## src/rtl/esic_pkg.sv

```systemverilog
// ----------------------------------------------------------------------------
// esic_pkg
// Types, constants and helpers for the sensor compensation datapath.
// ----------------------------------------------------------------------------
`default_nettype none
package esic_pkg;

  typedef logic signed [31:0] s32_t;

  // register indexes on the configuration port
  typedef enum logic [2:0] {
    REG_TEMP_CAL    = 3'd0,
    REG_PRESS_CAL_A = 3'd1,
    REG_PRESS_CAL_B = 3'd2,
    REG_PRESS_CAL_C = 3'd3,
    REG_HUM_CAL_A   = 3'd4,
    REG_HUM_CAL_B   = 3'd5
  } reg_idx_t;

  // calibration coefficients, sign or zero extended to 32 bits
  typedef struct packed {
    s32_t t1, t2, t3;
    s32_t p1, p2, p3, p4, p5, p6, p7, p8, p9, p10;
    s32_t h1, h2, h3, h4, h5, h6, h7;
  } coef_t;

  // word passed from the temperature front to the back end
  typedef struct packed {
    s32_t        tf;
    s32_t        tc;
    logic [19:0] rp;
    logic [15:0] rh;
  } qword_t;

  // data that rides along with the divider
  typedef struct packed {
    logic        big;
    logic [15:0] tc16;
    logic [13:0] hd;
  } dside_t;

  localparam int QUEUE_DEPTH = 4;
  localparam int QPTR_W      = 2;
  localparam int DIV_STAGES  = 32;

  localparam s32_t C_TF_OFS    = 32'sd64000;
  localparam s32_t C_P_BASE    = 32'sd1048576;
  localparam s32_t C_P_SCALE   = 32'sd3125;
  localparam s32_t C_V1_OFS    = 32'sd32768;
  localparam s32_t C_H_OFS     = 32'sd16384;
  localparam s32_t C_H_MAX     = 32'sd102400;
  localparam s32_t C_T_ROUND   = 32'sd128;
  localparam s32_t C_DIV_FIRST = 32'sh40000000;
  localparam logic [63:0] C_RECIP100 = 64'd1374389535;
  localparam logic [32:0] C_RECIP10  = 33'd52429;

  // signed divide by 100, truncating toward zero
  function automatic s32_t div100(input s32_t a);
    logic [31:0] mag;
    logic [63:0] prod;
    logic [31:0] q;
    mag  = a[31] ? (~a + 32'd1) : a;
    prod = {32'd0, mag} * C_RECIP100;
    q    = {5'd0, prod[63:37]};
    return a[31] ? s32_t'(-q) : s32_t'(q);
  endfunction

endpackage
`default_nettype wire

```

## src/rtl/esic_front.sv

```systemverilog
// ----------------------------------------------------------------------------
// esic_front
// Accepts raw words and computes fine and centi-degree temperature.
// ----------------------------------------------------------------------------
`default_nettype none
module esic_front (
  input  wire logic            clk,
  input  wire logic            rst,
  input  wire logic            in_valid,
  output logic                 in_stall,
  input  wire logic [19:0]     raw_temperature,
  input  wire logic [19:0]     raw_pressure,
  input  wire logic [15:0]     raw_humidity,
  input  wire esic_pkg::coef_t coef,
  input  wire logic            q_full,
  output logic                 push,
  output esic_pkg::qword_t     push_word
);

  logic [3:0] fv;
  logic       fen;
  esic_pkg::s32_t s1_v1, s2_m1, s2_qq, s3_v2, s3_m2, s4_tf;
  logic [19:0] rp1, rp2, rp3, rp4;
  logic [15:0] rh1, rh2, rh3, rh4;
  esic_pkg::s32_t tf5;

  // advance unless the last stage is blocked by a full queue
  assign fen      = !(fv[3] && q_full);
  assign in_stall = !fen;
  assign push     = fv[3] && !q_full;

  // track valid words
  always_ff @(posedge clk) begin
    if (rst) begin
      fv <= '0;
    end else if (fen) begin
      fv <= {fv[2:0], in_valid};
    end
  end

  // temperature pipeline
  always_ff @(posedge clk) begin
    if (fen) begin
      s1_v1 <= esic_pkg::s32_t'({15'd0, raw_temperature[19:3]}) - (coef.t1 <<< 1);
      rp1   <= raw_pressure;
      rh1   <= raw_humidity;
      s2_m1 <= s1_v1 * coef.t2;
      s2_qq <= (s1_v1 >>> 1) * (s1_v1 >>> 1);
      rp2   <= rp1;
      rh2   <= rh1;
      s3_v2 <= s2_m1 >>> 11;
      s3_m2 <= (s2_qq >>> 12) * (coef.t3 <<< 4);
      rp3   <= rp2;
      rh3   <= rh2;
      s4_tf <= s3_v2 + (s3_m2 >>> 14);
      rp4   <= rp3;
      rh4   <= rh3;
    end
  end

  // round to centi-degrees on the way out
  assign tf5 = s4_tf * 32'sd5;
  always_comb begin
    push_word.tf = s4_tf;
    push_word.tc = (tf5 + esic_pkg::C_T_ROUND) >>> 8;
    push_word.rp = rp4;
    push_word.rh = rh4;
  end

endmodule
`default_nettype wire

```

## config.mk

```make
export PLATFORM = sky130hd
export DESIGN_NAME = esic_front
export DESIGN_NICKNAME = d
export VERILOG_FILES = /design/src/rtl/esic_pkg.sv /design/src/rtl/esic_front.sv
export SDC_FILE = /design/constraint.sdc
export NUM_CORES = 2
export LEC_CHECK = 0
export BUFFER_PORTS_ARGS = -buffer_cell sky130_fd_sc_hd__buf_2
export CORE_MARGIN = 10
export CORE_UTILIZATION = 47
export DETAILED_ROUTE_END_ITERATION = 10
export GPL_TIMING_DRIVEN = 0
export PLACE_DENSITY = 0.7
export SYNTH_ARGS = -nofsm -noshare
export SYNTH_HDL_FRONTEND = slang
export SYNTH_SLANG_ARGS = --single-unit
export TNS_END_PERCENT = 100
```

## constraint.sdc

```tcl
create_clock -name clk -period 20.9 [get_ports clk]
set_input_delay 1.045 -clock clk [delete_from_list [all_inputs] [get_ports clk]]
set_output_delay 1.045 -clock clk [all_outputs]
set_load 0.005 [all_outputs]
```

==> key figures <==
Routing
  – Vias: about 37000
  – TritonRoute pass-1 iters: 5
  – Via-per-instance ratio: 5.21
  – Drt total wl: around 160000 um
  – DRC viols: 0
  – DR WL/cell: ~23 um
  – ANT nets after route: 0
  – Iteration-0 DRC Markers: ~2800

Finish
  – Post-layout nets: roughly 8000
  – Fill cells: a little over 10000
  – Share of cells above drive strength 1: 0.0608
  – Layout area overhead: 8.31%
  – Post-route cell area: 0.0569 mm2

Timing
  – Tmin final: 9420 ps
  – Final setup violation count: 0
  – Setup slack after layout: 11480 ps
  – Period utilization: 0.451
  – Max frequency: about 110 MHz
  – RSZ-0062 raised after global routing: false
  – Worst hold margin: approximately 410 ps
  – Setup TNS: 0 ps
  – Normalized max-slew margin: 0.123
  – Layout Skew: just under 40 ps
  – Final slew viol count: 0
  – Worst-Margin Slew: between 1000 and 1500 ps
  – Fin. Hold Viols: 0

GRT
  – Largest net degree at the start of global routing: 70
  – GRT Residual Overflow: 0
  – First-pass GRT wire length: ~240000 um
  – Vias in the first global route: roughly 40000
  – GRT Util Overall: 0.260
  – Initial antenna violation count: 27

Synth
  – Most numerous cell in the Yosys netlist: inv_1
  – Yosys top cell area share: 0.403
  – Post-synth EDFFs: roughly 280
  – Synthesized flop and latch total: about 280
  – Netlist cell types: 65
  – Primary FF master, synth: edfxtp_1
  – Post-synth top area cell: fa_1
  – Seq/Total Area, Yosys: 0.160
  – Synth Warn #: 0
  – Synth Net Count: about 7500
  – Area contributors post-synth: fa_1 40%, edfxtp_1 16%, ha_1 12%
  – Async SR Flop Fraction: 0
  – Cells after Synth: ~5300
  – Most frequent cells after synthesis: 1345 x inv_1, 1059 x fa_1, 652 x and2_1
  – Mean Syn Cell Area: between 9 and 10 um2
  – Synth Cell Area: between 0.05 and 0.06 mm2

Clock tree
  – Clk sinks: ~280
  – CTS clk-pin slew, worst paths: approximately 60 ps
  – CTS tree: done
  – Clock root buffer: clkbuf_16
  – Num CTS Buffers: 36
  – Cts hold-fix bufs: 0
  – Clk_lat worst skew: 600 ps
  – Maximum buffer depth of the clock tree: 3
  – Number of gates resized after CTS: 0
  – Post-CTS Setup Bufs: 0
  – H-tree depth: 2

Setup path
  – Slowest-stage cell, CP: clkbuf_1
  – Crit. path cell count: 28
  – Critical Path RT: approximately 21000 ps
  – Buf/Inv on CP: 9
  – Worst path top cell family by delay: adder cells
  – Crit end category: flip-flop
  – Worst setup path class: flip-flop to flip-flop
  – Slowest stage delay, CP: about 900 ps
  – Worst Path Arrival: between 9000 and 10000 ps
  – Worst R2R Path Depth: 28
  – Critical Path Fanout Max: 11
  – Nature of the critical path startpoint: flip-flop
  – Critical Path Most Common Cell: fa_1

Floorplan
  – Core Box Area: ~0.11 mm2
  – Rows: roughly 120
  – # IOs: ~800
  – Die height: roughly 350 um
  – Die X: approximately 350 um
  – Starting Density: 0.474
  – Die area: 0.126 mm2

Min path
  – Hold/Removal Path Class: flip-flop to flip-flop
  – Hold path depth: 0

Job
  – Max Cap Viol: 0

Run status
  – Outcome: complete, no violations

Place
  – Gpl congestion: 0.993
  – Worst slack at placement: between 10000 and 15000 ps
  – Placed inst area: around 0.056 mm2
  – Count of input and output buffers: 237
  – Detail Placement HPWL: about 130000 um
per-stage QoR:
| step | util | std cells |
|---|---|---|
| 5_1_grt | 0.513 | 7064 |
| 3_3_place_gp | 0.502 | 6994 |
| 2_1_floorplan | - | 5269 |
| 3_5_place_dp | 0.503 | 6998 |
| 6_report | 0.514 | 7078 |
| 4_1_cts | 0.513 | 7062 |
sequential cells by signal, indices dropped and copies added, names as in the netlist:
| signal | cells |
|---|---|
| rh1 | 16 |
| s1_v1 | 32 |
| rp2 | 20 |
| s4_tf | 22 |
| rh3 | 16 |
| fv | 4 |
| s3_m2 | 18 |
| rp1 | 20 |
| s2_qq | 20 |
| rh2 | 16 |
| s3_v2 | 21 |
| rp4 | 20 |
| s2_m1 | 21 |
| rp3 | 20 |
| rh4 | 16 |
cell usage in the layout (no fill, tap or decap), drive strengths merged, types with 6 or more instances in the layout:
cell type and count:
fa 1059, nand2b 24, and3 10, edfxtp 278
nor3 35, ha 487, nor2 89, o21a 19
o21ai 37, nand2 517, clkbuf 238, xor2 57
inv 1352, or2 7, a31oi 6, diode 16
buf 261, o211ai 6, clkinv 9, and2 652
a21o 26, nand3 20, nor2b 21, a21oi 70
a211oi 12, or3 11, xnor2 189, nand4 11
path summary, 6_finish.rpt:
| path | from | to | slack, ps |
|---|---|---|---|
| worst max-delay path | s1_v1[6]$_DFFE_PN_ | s2_qq[31]$_DFFE_PN_ | 11480 |
| worst min-delay path | rp2[3]$_DFFE_PN_ | rp3[3]$_DFFE_PN_ | 410 |
| worst max register to register | s1_v1[6]$_DFFE_PN_ | s2_qq[31]$_DFFE_PN_ | 11480 |
| worst min register to register | rp2[3]$_DFFE_PN_ | rp3[3]$_DFFE_PN_ | 410 |
cells by family (layout without fill, tap and decap cells):
logic type / count (synthesis) / count (layout) / share of synthesized area
xor+xnor: 246 / 246 / 0.0410
other cells: 0 / 16 / 0
mux: 2 / 2 / 0.000381
buf+inv: 1562 / 1867 / 0.113
compound gates: 224 / 224 / 0.0286
fa+ha+maj: 1546 / 1546 / 0.519
flops: 282 / 282 / 0.160
simple gates: 1407 / 1407 / 0.138
worst reg2reg max path, delay by kind of cell (launching register included):
kind / cells / cell delay, ps
compound gates: 4 / 720
xor+xnor: 1 / 140
fa+ha+maj: 9 / 4420
buf+inv: 9 / 1940
flops: 1 / 670
simple gates: 5 / 1290
per-layer routing:
layer / track usage / vias up / wire length (um)
li1: - / 16134 / -
met1: 0.313 / 18587 / 59200
met2: 0.424 / 1723 / 74400
met3: 0.0826 / 424 / 17800
met4: 0.115 / 26 / 8560
met5: 0 / - / 168
area by class of cell:
class                   count  area (um2)  share of cell area
clock inverters            23         253             0.00444
multi-input cells        3425       38200               0.671
plain buffers             217         885              0.0155
repair buffers            241        1290              0.0226
well taps                1488        1860              0.0327
diodes                     16        40.0            0.000703
inverters                1345        5050              0.0887
flip-flops and latches    282        8430               0.148
clock buffers              41         920              0.0162
Power is left out: the tool's default activity adds up to more than one toggle a clock period on the data nets, which glitch-free logic cannot reach.
