## config.mk

```make
export PLATFORM = sky130hd
export DESIGN_NAME = esic_queue
export DESIGN_NICKNAME = d
export VERILOG_FILES = /design/src/rtl/esic_pkg.sv /design/src/rtl/esic_queue.sv
export SDC_FILE = /design/constraint.sdc
export NUM_CORES = 1
export LEC_CHECK = 0
export BUFFER_PORTS_ARGS = -buffer_cell sky130_fd_sc_hd__buf_2
export CAP_MARGIN = 40
export CORE_MARGIN = 1
export CORE_UTILIZATION = 50
export CTS_BUF_LIST = sky130_fd_sc_hd__clkbuf_4 sky130_fd_sc_hd__clkbuf_8
export CTS_CLUSTER_SIZE = 20
export DETAILED_ROUTE_END_ITERATION = 10
export PLACE_DENSITY = 0.83
export REMOVE_ABC_BUFFERS = 1
export SYNTH_ARGS = -nofsm -noshare
export SYNTH_HDL_FRONTEND = slang
export SYNTH_SLANG_ARGS = --single-unit
```

## constraint.sdc

```tcl
create_clock -name clk -period 3.9 [get_ports clk]
set_input_delay 1.17 -clock clk [delete_from_list [all_inputs] [get_ports clk]]
set_output_delay 1.17 -clock clk [all_outputs]
set_load 0.02 [all_outputs]
```

## src/rtl/esic_pkg.sv

```systemverilog
// ----------------------------------------------------------------------------
// esic_pkg
// Types, constants and helpers for the sensor compensation datapath.
// ----------------------------------------------------------------------------
`default_nettype none
package esic_pkg;

  typedef logic signed [31:0] s32_t;

  // register indexes on the configuration port
  typedef enum logic [2:0] {
    REG_TEMP_CAL    = 3'd0,
    REG_PRESS_CAL_A = 3'd1,
    REG_PRESS_CAL_B = 3'd2,
    REG_PRESS_CAL_C = 3'd3,
    REG_HUM_CAL_A   = 3'd4,
    REG_HUM_CAL_B   = 3'd5
  } reg_idx_t;

  // calibration coefficients, sign or zero extended to 32 bits
  typedef struct packed {
    s32_t t1, t2, t3;
    s32_t p1, p2, p3, p4, p5, p6, p7, p8, p9, p10;
    s32_t h1, h2, h3, h4, h5, h6, h7;
  } coef_t;

  // word passed from the temperature front to the back end
  typedef struct packed {
    s32_t        tf;
    s32_t        tc;
    logic [19:0] rp;
    logic [15:0] rh;
  } qword_t;

  // data that rides along with the divider
  typedef struct packed {
    logic        big;
    logic [15:0] tc16;
    logic [13:0] hd;
  } dside_t;

  localparam int QUEUE_DEPTH = 4;
  localparam int QPTR_W      = 2;
  localparam int DIV_STAGES  = 32;

  localparam s32_t C_TF_OFS    = 32'sd64000;
  localparam s32_t C_P_BASE    = 32'sd1048576;
  localparam s32_t C_P_SCALE   = 32'sd3125;
  localparam s32_t C_V1_OFS    = 32'sd32768;
  localparam s32_t C_H_OFS     = 32'sd16384;
  localparam s32_t C_H_MAX     = 32'sd102400;
  localparam s32_t C_T_ROUND   = 32'sd128;
  localparam s32_t C_DIV_FIRST = 32'sh40000000;
  localparam logic [63:0] C_RECIP100 = 64'd1374389535;
  localparam logic [32:0] C_RECIP10  = 33'd52429;

  // signed divide by 100, truncating toward zero
  function automatic s32_t div100(input s32_t a);
    logic [31:0] mag;
    logic [63:0] prod;
    logic [31:0] q;
    mag  = a[31] ? (~a + 32'd1) : a;
    prod = {32'd0, mag} * C_RECIP100;
    q    = {5'd0, prod[63:37]};
    return a[31] ? s32_t'(-q) : s32_t'(q);
  endfunction

endpackage
`default_nettype wire

```

## src/rtl/esic_queue.sv

```systemverilog
// ----------------------------------------------------------------------------
// esic_queue
// Short FIFO between the front and the back end.
// ----------------------------------------------------------------------------
`default_nettype none
module esic_queue (
  input  wire logic             clk,
  input  wire logic             rst,
  input  wire logic             push,
  input  wire esic_pkg::qword_t push_word,
  input  wire logic             pop,
  output esic_pkg::qword_t      head,
  output logic                  full,
  output logic                  empty
);

  esic_pkg::qword_t            mem [esic_pkg::QUEUE_DEPTH];
  logic [esic_pkg::QPTR_W-1:0] wr_ptr, rd_ptr;
  logic [esic_pkg::QPTR_W:0]   count;

  assign full  = count == (esic_pkg::QPTR_W + 1)'(esic_pkg::QUEUE_DEPTH);
  assign empty = count == '0;
  assign head  = mem[rd_ptr];

  // move pointers and fill count
  always_ff @(posedge clk) begin
    if (rst) begin
      wr_ptr <= '0;
      rd_ptr <= '0;
      count  <= '0;
    end else begin
      if (push) wr_ptr <= wr_ptr + 1'b1;
      if (pop)  rd_ptr <= rd_ptr + 1'b1;
      if (push && !pop) begin
        count <= count + 1'b1;
      end else if (pop && !push) begin
        count <= count - 1'b1;
      end
    end
  end

  // store the word
  always_ff @(posedge clk) begin
    if (push) mem[wr_ptr] <= push_word;
  end

endmodule
`default_nettype wire

```

==> metrics.md, run 1 <==
| Metric | Value |
|---|---|
| WP data required | `between 2000 and 3000 ps` |
| Final non-filler cell total | `around 1.3k` |
| Detailed placer's ending HPWL | `between 15,000 and 20,000 um` |
| Cell taking the most area after synthesis | `edfxtp_1` |
| Crit-path max FO | `19` |
| Critical path arrival | `2330 ps` |
| H-Tree Depth | `3` |
| Total CTS buffers | `between 60 and 70` |
| Multiplexer share of the synthesized area | `0.152` |
| Net Sw Frac | `0.231` |
| Antenna cells | `0` |
| Per-cell routed wire length | `between 20 and 25 um` |
| Finish-stage setup viols | `0` |
| Hold Fails Final Rpt | `0` |
| Fillers | `around 2k` |
| Initial Utilization | `0.514` |
| Final Power | `a little under 10 mW` |
| Post-Synthesis Cells | `approximately 570` |
| RSZ-0062 raised after global routing | `no` |
| Largest net degree at the start of global routing | `54` |
| Sequential Power Share | `0.525` |
| Vias in the first global route | `about 7.6k` |
| Syn avg cell area | `between 20 and 30 um^2` |
| Setup tns final | `0 ps` |
| Vias after detailed routing | `roughly 6.8k` |
| Die Footprint | `a little over 0.03 mm^2` |
| Total grt overflow | `0` |
| Final nets | `944` |
| First DRT Iteration DRCs | `just over 400` |
| Ranking of synthesized cells by area | `edfxtp_1 80%, mux4_2 15%, buf_12 1.3%, dfxtp_1 1.2%, ha_1 0.42%` |
| Worst setup margin | `405 ps` |
| Die Ht | `175 um` |
| Die Width | `between 150 and 200 um` |
| Max-cap violation count | `0` |
| Cell area after placement | `roughly 0.016 mm^2` |
| Reg2reg end | `mem[2][84]` |
| Worst-skew pair later-pin latency | `560 ps` |
| Top-area cell type share of the netlist area | `0.803` |
| Final Util | `0.610` |
| Post-synthesis sequential area ratio | `0.815` |
| Vias per cell | `around 5.4` |
| Post-Layout Inst Area | `~0.018 mm^2` |
| R2r worst-path depth | `4` |
| Number of synthesized register bits | `409` |
| WHS Path Cells | `2` |
| First-pass GRT wire length | `slightly above 40,000 um` |
| Final Skew | `around 19 ps` |
| Area Overhead vs Synth | `18.6%` |
| Adder-cell share of the synthesized area | `0.00552` |
| Total GRT Usage | `0.181` |
| Synth warn | `0` |
| Pre-CTS WS | `between 900 and 1000 ps` |
| Setup crit end kind | `output port` |
| Synth Area in Simple Gates | `0.00494` |
| Fin crit period | `3500 ps` |
| TritonCTS clock tree | `yes` |
| Drt first pass iters | `4` |
| Ports | `206` |
| Fin crit share | `0.896` |
| Most common cell after layout, fill and taps aside | `edfxtp_1` |
| CORE AREA | `between 0.02 and 0.03 mm^2` |
| Worst Setup Path Type | `flop to output port` |
| Sequential cell area | `approximately 0.012 mm^2` |
| Hold buffer count at cts | `0` |
| Hold wc startpoint | `count[2]` |
| Unique masters post-synth | `22` |
| GP Congestion | `just over 0.7` |
| Commonest cells after routing, fill and taps aside | `400 x edfxtp_1, 205 x buf_2, 100 x mux4_2, 69 x clkbuf_8, 18 x clkbuf_4` |
| CTS Root Cell | `clkbuf_8` |
| Combinational power share | `0.106` |
| Largest family of logic cells by synthesized area | `multiplexers` |
| Post-cts repair resize count | `0` |
| Max Freq | `286 MHz` |
| WHS Endpoint | `count[2]` |
| Post-synthesis share of cell area spent on xor and xnor gates | `0.00293` |
| Status | `finished, final reports clean` |
| Drt drc | `0` |
| P_sw | `2.26 mW` |
| Max-slew violations | `0` |
| Power per cell area | `550 mW/mm^2` |
| Internal cell power | `between 7 and 8 mW` |
| Synth Area in Compound Gates | `0.000669` |
| IR Drop Worst-Case VDD | `0.501 mV` |
| CP Launch Type | `flop` |
| Clk slew on worst S/H paths | `approximately 60 ps` |
| Min Hold Slack | `533 ps` |
| Cell Area, Synth | `between 0.01 and 0.015 mm^2` |
| Final wirelength | `about 27,000 um` |
| Post-CTS Setup Bufs | `0` |
| R2R Setup Slk | `~2000 ps` |
| Placed cells | `1,149` |
| Max_slew headroom | `0.581` |
| Hold Crit Class | `flop to flop` |
| Leakage | `roughly 6 nW` |
| Cell row count | `62` |
| RR Startpoint | `wr_ptr[0]` |
| Clock power frac | `0.370` |
| Antenna violations before repair | `2` |
| Least-Margin Pin Slew | `roughly 630 ps` |
| ANT nets after route | `0` |
| Area of the multi-input gates | `between 0.002 and 0.0025 mm^2` |
| CTS Buffer Depth | `3` |
| Port bufs | `slightly above 200` |
| Layout cells sized above 1 | `0.487` |
| Clock sink total | `around 410` |
==> routing by layer <==
| metal | GRT usage | share of wire |
|---|---|---|
| met1 | 0.229 | 0.40 |
| met2 | 0.310 | 0.52 |
| met3 | 0.0492 | 0.065 |
| met4 | 0.0511 | 0.015 |
| met5 | 0 | 0.00095 |
==> registers in the layout (all words and copies together), names as in the netlist, named ones only <==
signal / count
mem: 400
wr_ptr: 2
rd_ptr: 2
count: 3
==> worst max path at each step <==
stage	endpoint	slack (ps)	cells after the start
4_1_cts	head[31]	310	3
3_5_place_dp	head[31]	910	3
6_report	head[31]	400	3
5_1_grt	head[31]	230	3
3_3_place_gp	head[81]	930	3
2_1_floorplan	head[0]	-2160	1
==> cell type report <==
cell class                 instances  area share
sequential                       409       0.687
multi-input combinational        130       0.140
timing repair buffer             222      0.0699
clock buffer                      87      0.0611
tap                              384      0.0271
clock inverter                    26      0.0130
inverter                           4    0.000846
==> critical path: stages, from the launching register on <==
cell and delay, ps:
dfxtp_4 610, buf_4 410, mux4_2 560, buf_2 180
==> cells in the mapped netlist <==
master    number
buf_2         10
nor3_1         1
a21oi_1        1
xor2_1         3
o21ai_0        1
clkbuf_1       1
and2_1         4
inv_1          4
nor2_1         7
nand2_1        1
buf_6          1
mux4_2       100
nor3b_1        1
edfxtp_1     400
xnor2_1        2
buf_1          1
fa_1           1
dfxtp_1        9
ha_1           5
buf_12        10
mux2i_1        2
or3_1          1
==> cell families after synthesis <==
| group | count (synthesis) |
|---|---|
| xor gates and xnor gates | 5 |
| adders and majority gates | 6 |
| muxes | 102 |
| and+or+nand+nor | 15 |
| AOI/OAI and AO/OA | 2 |
| buffers and inverters | 27 |
| DFF | 409 |
==> power groups by stage <==
stage                     sequential (mW)  clock (mW)  combinational (mW)
after global placement               5.20           0                1.03
after floorplan                      5.26           0               0.623
after CTS                            5.12        3.72                1.05
after detailed placement             5.21           0                1.05
final                                5.12        3.61                1.03
after global routing                 5.14        3.90                1.10
Power figures use the tool's default switching activity.
==> run 2: changes to the inputs <==
ABC_AREA = 1   (was unset)
CTS_CLUSTER_DIAMETER = 80   (was unset)
PLACE_DENSITY = 0.8   (was 0.83)
clock period = 3.55 ns   (was 3.9 ns; I/O delays follow)
==> run 2 against run 1 <==
Against the previous run: synthesized cell count is 81% higher; critical endpoint is now head[11]; power fell by 10%; routed wire length rose by 18%; sequential cell count unchanged.
==> metrics.md, run 2 <==
| Metric | Value |
|---|---|
| Synth async-reset ratio | `0 (unchanged)` |
| Sequential cell area | `0.0122 mm^2 (unchanged)` |
| GP Congestion | `0.764 (was 0.712)` |
| Clk slew on worst S/H paths | `130 ps (was 60 ps)` |
| Max Freq | `approximately 300 MHz` |
| Multiplexer share of the synthesized area | `0 (was 0.152)` |
| Leading registers by flop count | `mem x400, count x3 (unchanged)` |
| Layout cells sized above 1 | `0.227 (was 0.487)` |
| Drt first pass iters | `5 (was 4)` |
| Syn avg cell area | `15.0 um^2 (was 26.4 um^2)` |
| Vias per cell | `5.69 (was 5.37)` |
| Hold Crit Class | `flop to flop (unchanged)` |
| Synth warn | `0 (unchanged)` |
| Total GRT Usage | `0.194 (was 0.181)` |
| Fin crit share | `0.951` |
| Die Ht | `177 um (was 175 um)` |
| Port bufs | `205 (unchanged)` |
| CTS Buffer Depth | `3 (unchanged)` |
| Worst Setup Path Type | `flop to output port (unchanged)` |
| H-Tree Depth | `1 (was 3)` |
| Detailed placer's ending HPWL | `17,800 um (was 16,800 um)` |
| Total grt overflow | `0 (unchanged)` |
| Ports | `206 (unchanged)` |
| Worst-skew pair later-pin latency | `590 ps (was 560 ps)` |
| Number of flops mapped to enable cells by yosys | `400 (unchanged)` |
| Clock sink total | `409 (unchanged)` |
| Final Skew | `30.7 ps (was 19.0 ps)` |
| Die Width | `177 um (was 175 um)` |
| Antenna violations before repair | `4 (was 2)` |
| Adder-cell share of the synthesized area | `0.00536 (was 0.00552)` |
| Drt drc | `0 (unchanged)` |
| Post-synthesis sequential area ratio | `0.792 (was 0.815)` |
| Final nets | `1,324 (was 944)` |
| CTS Root Cell | `clkbuf_8 (unchanged)` |
| Post-synthesis share of cell area spent on xor and xnor gates | `0.000569 (was 0.00293)` |
| Hold Fails Final Rpt | `0 (unchanged)` |
| IR Drop Worst-Case VDD | `0.372 mV (was 0.501 mV)` |
| Final Util | `0.573 (was 0.610)` |
| Fillers | `2,277 (was 1,993)` |
| Main flop type after synthesis | `edfxtp_1 (unchanged)` |
| Top reg by flops | `mem (unchanged)` |
| First DRT Iteration DRCs | `759 (was 410)` |
| Crit-path max FO | `68 (was 19)` |
| First-pass GRT wire length | `47,400 um (was 41,400 um)` |
| Initial Utilization | `0.514 (about the same)` |
| Post-synth top cells | `400 x edfxtp_1, 205 x nor2_1, 105 x o21ai_0 (was 400 x edfxtp_1, 100 x mux4_2, 10 x buf_12, 10 x buf_2, 9 x dfxtp_1)` |
| Top-count cell post-synth | `edfxtp_1 (unchanged)` |
| Final non-filler cell total | `1,618 (was 1,262)` |
| Cell row count | `63 (was 62)` |
| Placed cells | `1,577 (was 1,149)` |
| Largest net degree at the start of global routing | `201 (was 54)` |
| Status | `finished, final reports clean (unchanged)` |
| WP data required | `2480 ps (was 2730 ps)` |
| Synth Area in Simple Gates | `0.0540 (was 0.00494)` |
| Die Footprint | `0.0315 mm^2 (was 0.0306 mm^2)` |
| Number of synthesized register bits | `409 (unchanged)` |
| Leakage | `5.92 nW (was 6.03 nW)` |
| Area Overhead vs Synth | `11.5% (was 18.6%)` |
| Setup tns final | `0 ps (unchanged)` |
| Area of the multi-input gates | `0.00261 mm^2 (was 0.00249 mm^2)` |
| Vias in the first global route | `8,999 (was 7,555)` |
| Per-cell routed wire length | `19.9 um (was 21.6 um)` |
| Largest family of logic cells by synthesized area | `compound AO/OA/AOI/OAI gates (was multiplexers)` |
| Ranking of synthesized cells by area | `edfxtp_1 78%, nor2_1 5.0%, o22ai_1 4.0%, o21ai_0 3.4%, o21ai_1 3.1% (was edfxtp_1 80%, mux4_2 15%, buf_12 1.3%, dfxtp_1 1.2%, ha_1 0.42%)` |
| Largest register FFs | `400 (unchanged)` |
| Power per cell area | `511 mW/mm^2 (was 550 mW/mm^2)` |
| Final wirelength | `32,200 um (was 27,300 um)` |
| CP Launch Type | `flop (unchanged)` |
| CORE AREA | `0.0300 mm^2 (was 0.0291 mm^2)` |
| Setup crit end kind | `output port (unchanged)` |
| Max-slew violations | `0 (unchanged)` |
| Cell taking the most area after synthesis | `edfxtp_1 (unchanged)` |
| Post-CTS Setup Bufs | `0 (unchanged)` |
| Commonest cells after routing, fill and taps aside | `400 x edfxtp_1, 205 x nor2_1, 205 x buf_2, 105 x o21ai_0, 99 x o22ai_1 (was 400 x edfxtp_1, 205 x buf_2, 100 x mux4_2, 69 x clkbuf_8, 18 x clkbuf_4)` |
| Vias after detailed routing | `9,204 (was 6,783)` |
| Max-cap violation count | `0 (unchanged)` |
| Critical path arrival | `2310 ps (was 2330 ps)` |
| Total CTS buffers | `24 (was 67)` |
| Unique masters post-synth | `27 (was 22)` |
| Min Hold Slack | `441 ps (was 533 ps)` |
| Max_slew headroom | `0.553 (was 0.581)` |
| Synth Area in Compound Gates | `0.110 (was 0.000669)` |
| Cell Area, Synth | `0.0154 mm^2 (was 0.0150 mm^2)` |
| Top-area cell type share of the netlist area | `0.780 (was 0.803)` |
| Post-Synthesis Cells | `1,025 (was 566)` |
| TritonCTS clock tree | `yes (unchanged)` |
| Least-Margin Pin Slew | `670 ps (was 628 ps)` |
| Most common cell after layout, fill and taps aside | `edfxtp_1 (unchanged)` |
| Finish-stage setup viols | `0 (unchanged)` |
| Final Power | `8.77 mW (was 9.76 mW)` |
| RSZ-0062 raised after global routing | `no (unchanged)` |
| ANT nets after route | `0 (unchanged)` |
| Fin crit period | `~3400 ps` |
==> run 2: changes by cell type after synthesis, moves of 9 or more <==
cell,previous run,this run
nor2_1,7,205
o21ai_0,1,105
mux4_2,100,0
o22ai_1,0,99
o21ai_1,0,96
buf_6,1,30
clkbuf_1,1,22
inv_1,4,15
buf_2,10,0
buf_12,10,1
==> run 2: repair_timing <==
item / CTS / global route
endpoints found under the setup margin: 0 / 10
gates resized for setup: 0 / 1
hold buffers: 0 / 0
==> run 2: layout make-up <==
cell class                 instances  area share
antenna                            4    0.000583
clock buffer                      34      0.0240
clock inverter                     2    0.000801
inverter                          17     0.00466
multi-input combinational        534       0.152
sequential                       409       0.710
tap                              390      0.0284
timing repair buffer             228      0.0793
==> run 2: path summary, 6_finish.rpt <==
check / startpoint / end / slack [ps] / depth (start not counted)
min reg2reg: rd_ptr[1] / flop / 440 / 1
min: rd_ptr[1] / flop / 440 / 1
max: flop / head[11] / 170 / 5
max reg2reg: wr_ptr[1] / mem[1][31] / 1740 / 5
==> run 2: power breakdown <==
part	leakage [nW]	internal, mW	switching [mW]	total, mW
Clock	0.230	0.750	1.35	2.10
Sequential	3.75	5.51	0.0621	5.57
Combinational	1.94	0.334	0.767	1.10
Total	5.92	6.59	2.18	8.77
==> run 2: cell families (layout without fill, tap and decap cells) <==
family / after synthesis / count (layout)
buf+inv: 82 / 281
fa+ha+maj: 6 / 6
simple gates: 219 / 219
compound gates: 308 / 308
other cells: 0 / 4
xor+xnor: 1 / 1
flops: 409 / 409
==> run 2: critical path, stage by stage, from the launching register on <==
cell and delay, ps:
dfxtp_4 760, clkinv_2 190, buf_12 270, o21ai_1 180, o22ai_1 100, buf_2 170
==> run 2: routing by layer <==
metal | global-route usage | vias to the layer above | part of all wire
met4 | 0.0584 | 2 | 0.024
met2 | 0.324 | 357 | 0.48
met5 | 0 | - | 0.00040
met3 | 0.0405 | 65 | 0.081
met1 | 0.256 | 4552 | 0.41
li1 | - | 4228 | -
==> run 2: through the flow <==
stage | setup WS [ps] | instance area [um^2]
2_1_floorplan | -2940 | 14900
3_3_place_gp | 819 | 16700
3_5_place_dp | 767 | 16700
4_1_cts | 87.5 | 17100
5_1_grt | 35.5 | 17200
6_report | 174 | 17200
==> run 3: changes to the inputs <==
CORE_UTILIZATION = 40   (was 50)
PLACE_DENSITY = 0.68   (was 0.8)
==> run 3 against run 2 <==
Against the previous run: non-clock buffer count is 2 lower; combinational power hardly changed; design area is 1.3% higher; cell count is 7.8% higher; count of clock-buffer cells in the layout is 7 higher; largest cell class unchanged; first-iteration DRC count is 33% lower; worst setup slack better by 79 ps; routed wire length is 1.4% higher.
==> metrics.md, run 3 (same netlist as run 2, synthesis figures left out) <==
| Metric | Value |
|---|---|
| Total GRT Usage | `0.164 (was 0.194)` |
| Hold buffer count at cts | `0 (unchanged)` |
| Final Skew | `19.7 ps (was 30.7 ps)` |
| Max Freq | `303 MHz (was 296 MHz)` |
| Sequential Power Share | `0.624 (was 0.635)` |
| Commonest cells after routing, fill and taps aside | `400 x edfxtp_1, 205 x nor2_1, 205 x buf_2, 105 x o21ai_0, 99 x o22ai_1 (unchanged)` |
| Met1 Wirelength | `14,300 um (was 13,200 um)` |
| Max-cap violation count | `0 (unchanged)` |
| Fillers | `3,355 (was 2,277)` |
| Fin crit period | `3300 ps (was 3380 ps)` |
| Critical path arrival | `2230 ps (was 2310 ps)` |
| IR Drop Worst-Case VDD | `0.352 mV (was 0.372 mV)` |
| Vias in the first global route | `8,725 (was 8,999)` |
| Die Width | `198 um (was 177 um)` |
| Cell row count | `71 (was 63)` |
| Drt drc | `0 (unchanged)` |
| Area of the multi-input gates | `0.00261 mm^2 (unchanged)` |
| Drt first pass iters | `5 (unchanged)` |
| TritonCTS clock tree | `yes (unchanged)` |
| Largest register FFs | `400 (unchanged)` |
| Placed cells | `1,696 (was 1,577)` |
| Max-slew violations | `0 (unchanged)` |
| Critical path, cell by cell | `buf_12 > o21ai_0 > o22ai_1 > buf_2 (was clkinv_2 > buf_12 > o21ai_1 > o22ai_1 > buf_2)` |
| P_sw | `2.22 mW (was 2.18 mW)` |
| Largest stage delay, worst path | `540 ps (was 760 ps)` |
| Post-Layout Inst Area | `0.0174 mm^2 (was 0.0172 mm^2)` |
| Clock sink total | `409 (unchanged)` |
| Hold Crit Class | `flop to flop (unchanged)` |
| Port bufs | `205 (unchanged)` |
| WP data required | `2480 ps (about the same)` |
| DR WL met3 | `2400 um (was 2610 um)` |
| ANT nets after route | `0 (unchanged)` |
| Final non-filler cell total | `1,745 (was 1,618)` |
| Fin crit share | `0.929 (was 0.951)` |
| Vias after detailed routing | `8,970 (was 9,204)` |
| Final wirelength | `32,700 um (was 32,200 um)` |
| Final Util | `0.461 (was 0.573)` |
| Power per cell area | `513 mW/mm^2 (was 511 mW/mm^2)` |
| GP Congestion | `0.751 (was 0.764)` |
| Antenna violations before repair | `8 (was 4)` |
| Pre-CTS WS | `706 ps (was 767 ps)` |
| Ports | `206 (unchanged)` |
| Met2 routed WL | `15,400 um (was 15,600 um)` |
| Top reg by flops | `mem (unchanged)` |
| Area Overhead vs Synth | `12.9% (was 11.5%)` |
| Vias per cell | `5.14 (was 5.69)` |
| Final nets | `1,323 (was 1,324)` |
| Highest-delay cell along the critical path | `dfxtp_4 (unchanged)` |
| Internal cell power | `6.70 mW (was 6.59 mW)` |
| CP Launch Type | `flop (unchanged)` |
| Per-cell routed wire length | `18.7 um (was 19.9 um)` |
| Die Ht | `198 um (was 177 um)` |
| RSZ-0062 raised after global routing | `no (unchanged)` |
| Combinational power share | `0.124 (was 0.126)` |
| Leakage | `5.95 nW (was 5.92 nW)` |
| Least-Margin Pin Slew | `660 ps (was 670 ps)` |
| Cell area after placement | `0.0169 mm^2 (was 0.0167 mm^2)` |
| Net Sw Frac | `0.249 (was 0.248)` |
| Crit-path max FO | `102 (was 68)` |
| CTS Buffer Depth | `3 (unchanged)` |
| Total grt overflow | `0 (unchanged)` |
| Total CTS buffers | `25 (was 24)` |
| Clk slew on worst S/H paths | `110 ps (was 130 ps)` |
| Setup crit end kind | `output port (unchanged)` |
| H-Tree Depth | `1 (unchanged)` |
| Clock power frac | `0.252 (was 0.239)` |
| Max Used Layer | `met5 (unchanged)` |
| Min Hold Slack | `429 ps (was 441 ps)` |
| Worst-skew pair later-pin latency | `600 ps (was 590 ps)` |
| Max_slew headroom | `0.560 (was 0.553)` |
| Worst setup margin | `254 ps (was 174 ps)` |
| First-pass GRT wire length | `49,100 um (was 47,400 um)` |
| Status | `finished, final reports clean (unchanged)` |
| Largest net degree at the start of global routing | `103 (was 201)` |
| Initial Utilization | `0.408 (was 0.514)` |
| Finish-stage setup viols | `0 (unchanged)` |
| Sequential cell area | `0.0122 mm^2 (unchanged)` |
| Most common cell after layout, fill and taps aside | `edfxtp_1 (unchanged)` |
| Layout cells sized above 1 | `0.232 (was 0.227)` |
| CORE AREA | `0.0378 mm^2 (was 0.0300 mm^2)` |
| Worst Setup Path Type | `flop to output port (unchanged)` |
| Leading registers by flop count | `mem x400, count x3 (unchanged)` |
| Detailed placer's ending HPWL | `18,300 um (was 17,800 um)` |
| First DRT Iteration DRCs | `512 (was 759)` |
| Hold Fails Final Rpt | `0 (unchanged)` |
| Die Footprint | `0.0393 mm^2 (was 0.0315 mm^2)` |
| CTS Root Cell | `clkbuf_8 (unchanged)` |
run 3: changes by cell type in the layout (fill, tap and decap cells not counted):
cell / delta
buf_12: +2
buf_16: -1
buf_4: -4
buf_6: +2
clkbuf_16: -1
clkbuf_4: +7
clkinv_2: -1
clkinv_4: +2
clkinv_8: +1
diode_2: -1
inv_6: -2
inv_8: +2
run 3: layer usage:
metal / up-vias / global-route usage
li1: 4241 / -
met1: 4433 / 0.219
met2: 241 / 0.266
met3: 43 / 0.0414
met4: 12 / 0.0416
met5: - / 0
run 3: timing repair:
action | in CTS | in global routing
endpoints found under the hold margin | 0 | 0
setup endpoints to repair | 0 | 24
setup buffers | 0 | 1
resized for setup | 0 | 3
run 3: worst max-delay path, delay by kind of cell (launching register included):
kind | cells | cell delay, ps
buf+inv | 2 | 560
flops | 1 | 540
compound gates | 2 | 410
run 3: power groups by stage:
stage	sequential (mW)	combinational, mW	clock [mW]
4_1_cts	5.57	1.11	2.34
5_1_grt	5.58	1.21	2.49
3_5_place_dp	5.68	1.11	0
3_3_place_gp	5.67	1.09	0
2_1_floorplan	5.71	0.600	0
6_report	5.56	1.10	2.25
run 3: worst paths after layout:
kind                                start          to  slack, ps  cells past startpoint
worst max-delay path                 flop    head[23]        250                      4
worst max register to register  wr_ptr[1]  mem[1][46]       1780                      5
worst min-delay path            rd_ptr[1]        flop        430                      1
worst min register to register  rd_ptr[1]        flop        430                      1
run 3: area by class of cell:
cell class	count	area share
Sequential cell	409	0.702
Multi-Input combinational cell	534	0.150
Timing Repair Buffer	226	0.0771
Tap cell	511	0.0368
Clock buffer	41	0.0267
Inverter	17	0.00504
Clock inverter	4	0.00230
Antenna cell	3	0.000432
run 3: stage by stage:
stage | power, mW | setup TNS [ps]
floorplan | 6.31 | -294410
global placement | 6.76 | 0
detailed placement | 6.79 | 0
CTS | 9.02 | 0
global route | 9.28 | 0
finish | 8.91 | 0
